## src/hw/rtl/sdiv_pkg.sv

```systemverilog
package sdiv_pkg;

    localparam int unsigned DATA_W = 64;

    // One restoring step per cell, one cell per quotient bit.
    localparam int unsigned DIV_STEPS = DATA_W;

    // Edges from the accept edge to the edge that takes the result:
    // operand stage, the cell row, result stage.
    localparam int unsigned LATENCY = DIV_STEPS + 2;

    // Token passed from cell to cell.
    // nq starts as the dividend magnitude; each step shifts one dividend bit
    // out at the top and one quotient bit in at the bottom.
    typedef struct packed {
        logic              valid;
        logic [DATA_W-1:0] rem;
        logic [DATA_W-1:0] nq;
        logic [DATA_W-1:0] den;
        logic              neg;
        logic              zero;
    } sdiv_stage_t;

endpackage

```

## src/hw/rtl/sdiv_cell.sv

```systemverilog
module sdiv_cell
    import sdiv_pkg::*;
(
    input  logic        clk,
    input  logic        rst_n,
    input  sdiv_stage_t stage_in,
    output sdiv_stage_t stage_out
);

    logic              valid_reg;
    logic [DATA_W-1:0] rem_reg;
    logic [DATA_W-1:0] nq_reg;
    logic [DATA_W-1:0] den_reg;
    logic              neg_reg;
    logic              zero_reg;

    logic [DATA_W-1:0] rem_shift;
    logic              fits;
    logic [DATA_W-1:0] rem_next;
    logic [DATA_W-1:0] nq_next;

    // Bring in the next dividend bit; the partial remainder stays below the
    // divisor magnitude (at most 2^63), so the shifted value fits in 64 bits.
    always_comb
    begin
        rem_shift = {stage_in.rem[DATA_W-2:0], stage_in.nq[DATA_W-1]};
        fits      = (rem_shift >= stage_in.den);
        rem_next  = fits ? (rem_shift - stage_in.den) : rem_shift;
        nq_next   = {stage_in.nq[DATA_W-2:0], fits};
    end

    always_ff @(posedge clk or negedge rst_n)
    begin
        if (!rst_n)
        begin
            valid_reg <= 1'b0;
        end
        else
        begin
            valid_reg <= stage_in.valid;
        end
    end

    always_ff @(posedge clk)
    begin
        rem_reg  <= rem_next;
        nq_reg   <= nq_next;
        den_reg  <= stage_in.den;
        neg_reg  <= stage_in.neg;
        zero_reg <= stage_in.zero;
    end

    always_comb
    begin
        stage_out.valid = valid_reg;
        stage_out.rem   = rem_reg;
        stage_out.nq    = nq_reg;
        stage_out.den   = den_reg;
        stage_out.neg   = neg_reg;
        stage_out.zero  = zero_reg;
    end

endmodule

```

## config.mk

```make
export PLATFORM = sky130hd
export DESIGN_NAME = sdiv_cell
export DESIGN_NICKNAME = d
export VERILOG_FILES = /design/src/hw/rtl/sdiv_pkg.sv /design/src/hw/rtl/sdiv_cell.sv
export SDC_FILE = /design/constraint.sdc
export NUM_CORES = 1
export LEC_CHECK = 0
export BUFFER_PORTS_ARGS = -buffer_cell sky130_fd_sc_hd__buf_4
export CAP_MARGIN = 40
export CORE_AREA = 2 2 151 153
export DETAILED_ROUTE_END_ITERATION = 8
export DIE_AREA = 0 0 153 155
export GPL_ROUTABILITY_DRIVEN = 0
export PLACE_DENSITY_LB_ADDON = 0.25
export SLEW_MARGIN = 20
export SYNTH_ARGS = -nofsm -noshare
export SYNTH_HDL_FRONTEND = slang
export SYNTH_SLANG_ARGS = --single-unit
```

## constraint.sdc

```tcl
create_clock -name clk -period 1 [get_ports clk]
set_input_delay 0 -clock clk [delete_from_list [all_inputs] [get_ports clk]]
set_output_delay 0 -clock clk [all_outputs]
set_load 0.03 [all_outputs]
```

==> results of run 1 <==
==> repair_timing <==
item / in CTS / in global routing
pin swaps: 64 / 70
cloned: 14 / 0
setup buffers: 32 / 29
resized for setup: 215 / 162
hold buffers: 192 / 5
endpoints found under the setup margin: 66 / 67
endpoints found under the hold margin: 195 / 5
==> through the flow <==
step / utilization / hold WS (ns)
finish: 0.854 / -0.321
CTS: 0.820 / -0.343
floorplan: - / -0.296
detailed placement: 0.637 / -0.223
global route: 0.854 / -0.329
global placement: 0.637 / -0.225
==> cell families after synthesis <==
group / Yosys count / synth area share
AO/OA/AOI/OAI: 282 / 0.191
AND/OR/NAND/NOR: 273 / 0.146
flip-flops: 195 / 0.448
buffers and inverters: 123 / 0.0559
adder cells (fa/ha/maj): 65 / 0.0940
XOR/XNOR: 56 / 0.0562
multiplexers: 7 / 0.00888
==> path summary, 6_finish.rpt <==
kind	slack (ns)	to
max	-1.33	rem_reg[60]$_DFF_P_
min in group asynchronous	0.44	valid_reg$_DFF_PN0_
min	-0.32	den_reg[1]$_DFF_P_
max in group asynchronous	0.44	valid_reg$_DFF_PN0_
==> area by class of cell <==
cell class                      count  share of cell area
Timing Repair Buffer              905               0.412
Multi-Input combinational cell    683               0.311
Sequential cell                   195               0.206
Clock buffer                       18              0.0231
Inverter                           78              0.0193
Tap cell                          285              0.0188
Clock inverter                     14             0.00897
Timing Repair inverter              1            0.000462
Antenna cell                        1            0.000132
==> layout by cell type, fill, tap and decap left out, drive strengths merged, types with 8 or more instances in the layout <==
master,instances
dfxtp,194
nor2b,9
a21o,15
ha,64
xnor2,31
o21bai,14
nor2,58
clkbuf,18
nor3,14
inv,87
buf,708
nand3,19
xor2,25
o21a,11
a21oi,82
o21ai,108
nand4,21
dlygate4sd3,197
nand2b,8
nand2,115
o31ai,9
==> report_power, final <==
| group | leakage, nW | internal (W) | total (W) | switching (W) |
|---|---|---|---|---|
| registers | 1.65 | 0.00853 | 0.00880 | 0.000268 |
| logic | 6.90 | 0.00556 | 0.0117 | 0.00612 |
| clock network | 0.298 | 0.00350 | 0.00727 | 0.00377 |
| total | 8.85 | 0.0176 | 0.0278 | 0.0102 |
==> layer usage <==
layer	GRT usage	wire (um)
met4	0.192	3500
met1	0.359	16400
met5	0	0
met3	0.0613	3060
met2	0.630	23800
==> flow_summary.json, run 1 <==
{
  "status": "finished with violations",
  "violations": "hold timing, setup timing",
  "fin_cells": 2180,
  "die_h_um": 155,
  "finish.net_count": 2143,
  "fp-row-count": 55,
  "fin_tns_setup_ns": -75.93,
  "ys_ff_latch": 195,
  "hold_path_class": "in -> reg",
  "synth_largest_area_cell": "dfxtp_1",
  "dp_hpwl_mm": 25.6,
  "cts_buffer_depth": 2,
  "slew_headroom": 0.541,
  "clkSinkCount": 195,
  "area_delta_synth_final_pct": 117,
  "synth_ff_type": "dfxtp_1",
  "grt_pass1_wl_mm": 63.7,
  "place_area_sq_um": 14200,
  "ant_nets": 0,
  "cts-root-buf": "clkbuf_16",
  "synthTopCellsByCount": "dfxtp_1 (194), nand2_1 (115), o21ai_0 (103)",
  "rsz0062_at_grt": "yes",
  "numCtsBuffers": 17,
  "die_width_um": 153,
  "multi_input_area_sq_um": 5900,
  "grt.overflow.total": 0,
  "ir_drop_mv": 1.12,
  "syn_nets": 1263,
  "finalHoldViolations": 2,
  "vias": 11900,
  "htree_levels": 4,
  "drt_iter0_drc": 1021,
  "dp_slack_ns": -1.86,
  "drtPass1Iterations": 8,
  "worstMarginPinSlew_ns": 0.681,
  "yosysWarnings": 0,
  "critPathBufInv": 3,
  "synthCells": 1001,
  "timing.max_cap.violations": 0,
  "path_clk_slew_ns": 0.08,
  "worstPathArrival_ns": 2.66,
  "synth_area_per_cell_sq_um": 8.72,
  "drive_gt1_frac": 0.527,
  "worstSetupStartpoint": "stage_in[129]",
  "slowest_stage": "fa_2",
  "crit_fanout": 3,
  "syn_area_sq_um": 8730,
  "core-area_sq_um": 22200,
  "boundaryPins": 392,
  "whs_path_depth": 1,
  "setup_viol": 66,
  "path_common_cell": "a21oi_4",
  "min_from": "stage_in[3]",
  "synth_cell_types": 61,
  "antenna_found_initial": 1,
  "hold_ws_ns": -0.321,
  "seq_area_sq_um": 3910,
  "synth-async-reset-ratio": 0.00513,
  "yosysTopAreaCellShare": 0.445,
  "grt_pass1_vias": 11900,
  "tritoncts": "built",
  "crit_type": "in -> reg",
  "final.setup.worst_slack_ns": -1.33,
  "period_share": 2.33,
  "place_inst": 1885,
  "cp_cell_sequence": "buf_8 -> inv_8 -> ha_4 -> fa_2 -> nand2b_4 -> a21oi_4 -> o2111ai_4 -> o21ai_2 -> a21oi_4 -> o31ai_4 -> a41oi_2 -> buf_4 -> a21oi_4 -> xor2_1 -> mux2_4",
  "cp-start-kind": "input pin",
  "cp_top_family": "compound AO/OA/AOI/OAI gates",
  "grt_max_degree": 22,
  "via_per_inst": 5.45,
  "avgRoutedWirePerCell_um": 21.5,
  "period_needed_ns": 2.33,
  "fmaxAchievable_ghz": 0.430,
  "drv_slew": 0,
  "drc": 0,
  "ys_seq_area_frac": 0.448,
  "end_kind": "register",
  "synth_most_common_cell": "dfxtp_1",
  "die_area_sq_um": 23700,
  "power.density_nw_per_um2": 1460,
  "start_util": 0.393,
  "synth_area_leaders": "dfxtp_1 (44%), ha_1 (9.2%), o21ai_0 (5.9%), nand2_1 (4.9%), a21oi_1 (4.6%)",
  "cp.depth": 15,
  "cpPeakStageDelay_ns": 0.34,
  "p_leak_nw": 8.85,
  "synth-edff-count": 0,
  "power.total_w": 0.0278,
  "wl_mm": 46.8,
  "postLayoutCellArea_sq_um": 19000,
  "grtUsageTotal": 0.338,
  "crit_required_ns": 1.33,
  "fillers": 1096,
  "numPortBuffers": 390
}
Note: power is estimated with default switching activity, not from simulation.
==> inputs of run 2 (changes only) <==
REMOVE_ABC_BUFFERS = 1   (was unset)
clock period = 2.2 ns   (was 1 ns; I/O delays follow)
==> run 2 against run 1 <==
  * Sequential share of layout area is 1.9 points higher
  * The flow still finishes with violations (hold timing, setup timing)
  * Cell area fell by 8.4%
  * Cell count fell by 2.8%
  * Critical endpoint is now rem_reg[55]$_DFF_P_
  * Core utilization fell by 7.2 points
  * Critical path depth is 3 lower
==> flow_summary.json, run 2 (synthesis gave the netlist of run 1 again) <==
{
  "internal-power_w": 0.00763,
  "cts-root-buf": "clkbuf_16",
  "boundaryPins": 392,
  "final_common_cell": "buf_4",
  "mostFrequentLayoutCells": "buf_4 (628), dfxtp_1 (194), dlygate4sd3_1 (194)",
  "hold_path_class": "in -> reg",
  "postLayoutCellArea_sq_um": 17400,
  "final.setup.worst_slack_ns": -0.0905,
  "p_comb_frac": 0.377,
  "fmaxAchievable_ghz": 0.437,
  "min_from": "stage_in[2]",
  "numCtsBuffers": 17,
  "cts_buffer_depth": 2,
  "hold_end": "den_reg[0]$_DFF_P_",
  "worstMarginPinSlew_ns": 0.531,
  "htree_levels": 4,
  "finish.net_count": 2084,
  "period_share": 1.04,
  "numPortBuffers": 390,
  "net-switching-power_w": 0.00405,
  "seq_power_share": 0.342,
  "start_util": 0.393,
  "cts_hold_buf": 194,
  "crit_fanout": 8,
  "ant_nets": 0,
  "period_needed_ns": 2.29,
  "rsz0062_at_grt": "yes",
  "drv_slew": 0,
  "core-area_sq_um": 22200,
  "insertedDiodeCount": 0,
  "end_kind": "register",
  "path_clk_slew_ns": 0.08,
  "slew_headroom": 0.641,
  "status": "finished with violations",
  "timing.max_cap.violations": 0,
  "place_area_sq_um": 13700,
  "hold_ws_ns": -0.336,
  "drtPass1Iterations": 5,
  "grtUsageTotal": 0.296,
  "antenna_found_initial": 0,
  "fp-row-count": 55,
  "fin_tns_setup_ns": -0.324,
  "via_per_inst": 4.99,
  "crit_type": "in -> reg",
  "die_width_um": 153,
  "avgRoutedWirePerCell_um": 17.7,
  "drc": 0,
  "fillers": 1454,
  "grt_max_degree": 51,
  "whs_path_depth": 1,
  "clkSinkCount": 195,
  "wl_mm": 37.6,
  "power.density_nw_per_um2": 673,
  "violations": "hold timing, setup timing",
  "cp-start-kind": "input pin",
  "p_sw_frac": 0.347,
  "grt.overflow.total": 0,
  "drive_gt1_frac": 0.444,
  "worstPathArrival_ns": 2.67,
  "dp_hpwl_mm": 25.1,
  "area_delta_synth_final_pct": 99.0,
  "setup_viol": 17,
  "vias": 10600,
  "ir_drop_mv": 0.468,
  "drt_iter0_drc": 628,
  "clockPowerShare": 0.280,
  "grt_pass1_wl_mm": 55.9,
  "tritoncts": "built",
  "grt_pass1_vias": 10700,
  "finalHoldViolations": 2,
  "crit_required_ns": 2.58,
  "die_area_sq_um": 23700,
  "die_h_um": 155,
  "p_leak_nw": 8.19
}
[run 2: cell types whose count changed in the layout (fill, tap and decap cells not counted), sizes merged]
cell / previous run / this run
dlygate4sd3: 197 / 194
clkinv: 6 / 10
bufinv: 0 / 1
clkbuf: 18 / 20
inv: 87 / 81
diode: 1 / 0
buf: 708 / 651
[run 2: area by class of cell]
class	count	area, sq um	share of cell area
clock buffer	18	429	0.0247
sequential	195	3910	0.225
timing repair buffer	847	7000	0.403
clock inverter	14	189	0.0109
inverter	78	315	0.0181
multi-input combinational	683	5170	0.298
tap	285	357	0.0205
[run 2: metrics by stage]
stage	power, W	util	hold WS [ns]	std cells	setup slack (ns)
after global routing	0.0122	0.782	-0.351	2120	-0.191
after global placement	0.00764	0.615	-0.223	1877	-0.873
after CTS	0.0114	0.756	-0.351	2107	-0.0560
final	0.0117	0.782	-0.336	2120	-0.0905
after floorplan	0.00589	-	-0.296	956	-3.09
after detailed placement	0.00768	0.615	-0.222	1877	-0.930
[run 2: power groups by stage]
stage | combinational (W) | clock, W | sequential [W]
2_1_floorplan | 0.00114 | 0 | 0.00475
3_3_place_gp | 0.00358 | 0 | 0.00406
3_5_place_dp | 0.00361 | 0 | 0.00407
4_1_cts | 0.00409 | 0.00330 | 0.00399
5_1_grt | 0.00468 | 0.00346 | 0.00403
6_report | 0.00441 | 0.00328 | 0.00400
[run 2: repair_timing]
item | 4_1_cts | 5_1_grt
setup endpoints to repair | 65 | 56
cloned | 0 | 2
buffers inserted | 6 | 13
hold endpoints to repair | 194 | 2
resized for setup | 107 | 105
pin swaps | 33 | 42
[run 2: how the worst max path moves through the flow]
stage                  from                   to  slack [ns]  depth (start not counted)
6_report       stage_in[31]  rem_reg[55]$_DFF_P_       -0.09                         12
4_1_cts        stage_in[16]  rem_reg[56]$_DFF_P_       -0.06                         18
3_5_place_dp    stage_in[2]  rem_reg[56]$_DFF_P_       -0.93                         15
3_3_place_gp    stage_in[2]  rem_reg[56]$_DFF_P_       -0.87                         15
2_1_floorplan   stage_in[5]  rem_reg[52]$_DFF_P_       -3.09                         11
5_1_grt        stage_in[22]  rem_reg[55]$_DFF_P_       -0.19                         14
[run 2: per-layer routing]
layer,GRT usage,routed length (um),vias up
met5,0,0,-
met4,0.120,1260,0
met3,0.0685,2370,74
met2,0.538,19300,464
met1,0.337,14600,4924
li1,-,-,5108
[run 2: critical path, stage by stage]
cell	delay [ns]
buf_4	0.08
inv_1	0.07
ha_4	0.29
nand4_2	0.12
or3_4	0.42
or4_4	0.46
o2111ai_1	0.24
a21oi_2	0.07
o31ai_4	0.09
a21oi_4	0.16
or4_1	0.55
nand3_1	0.11
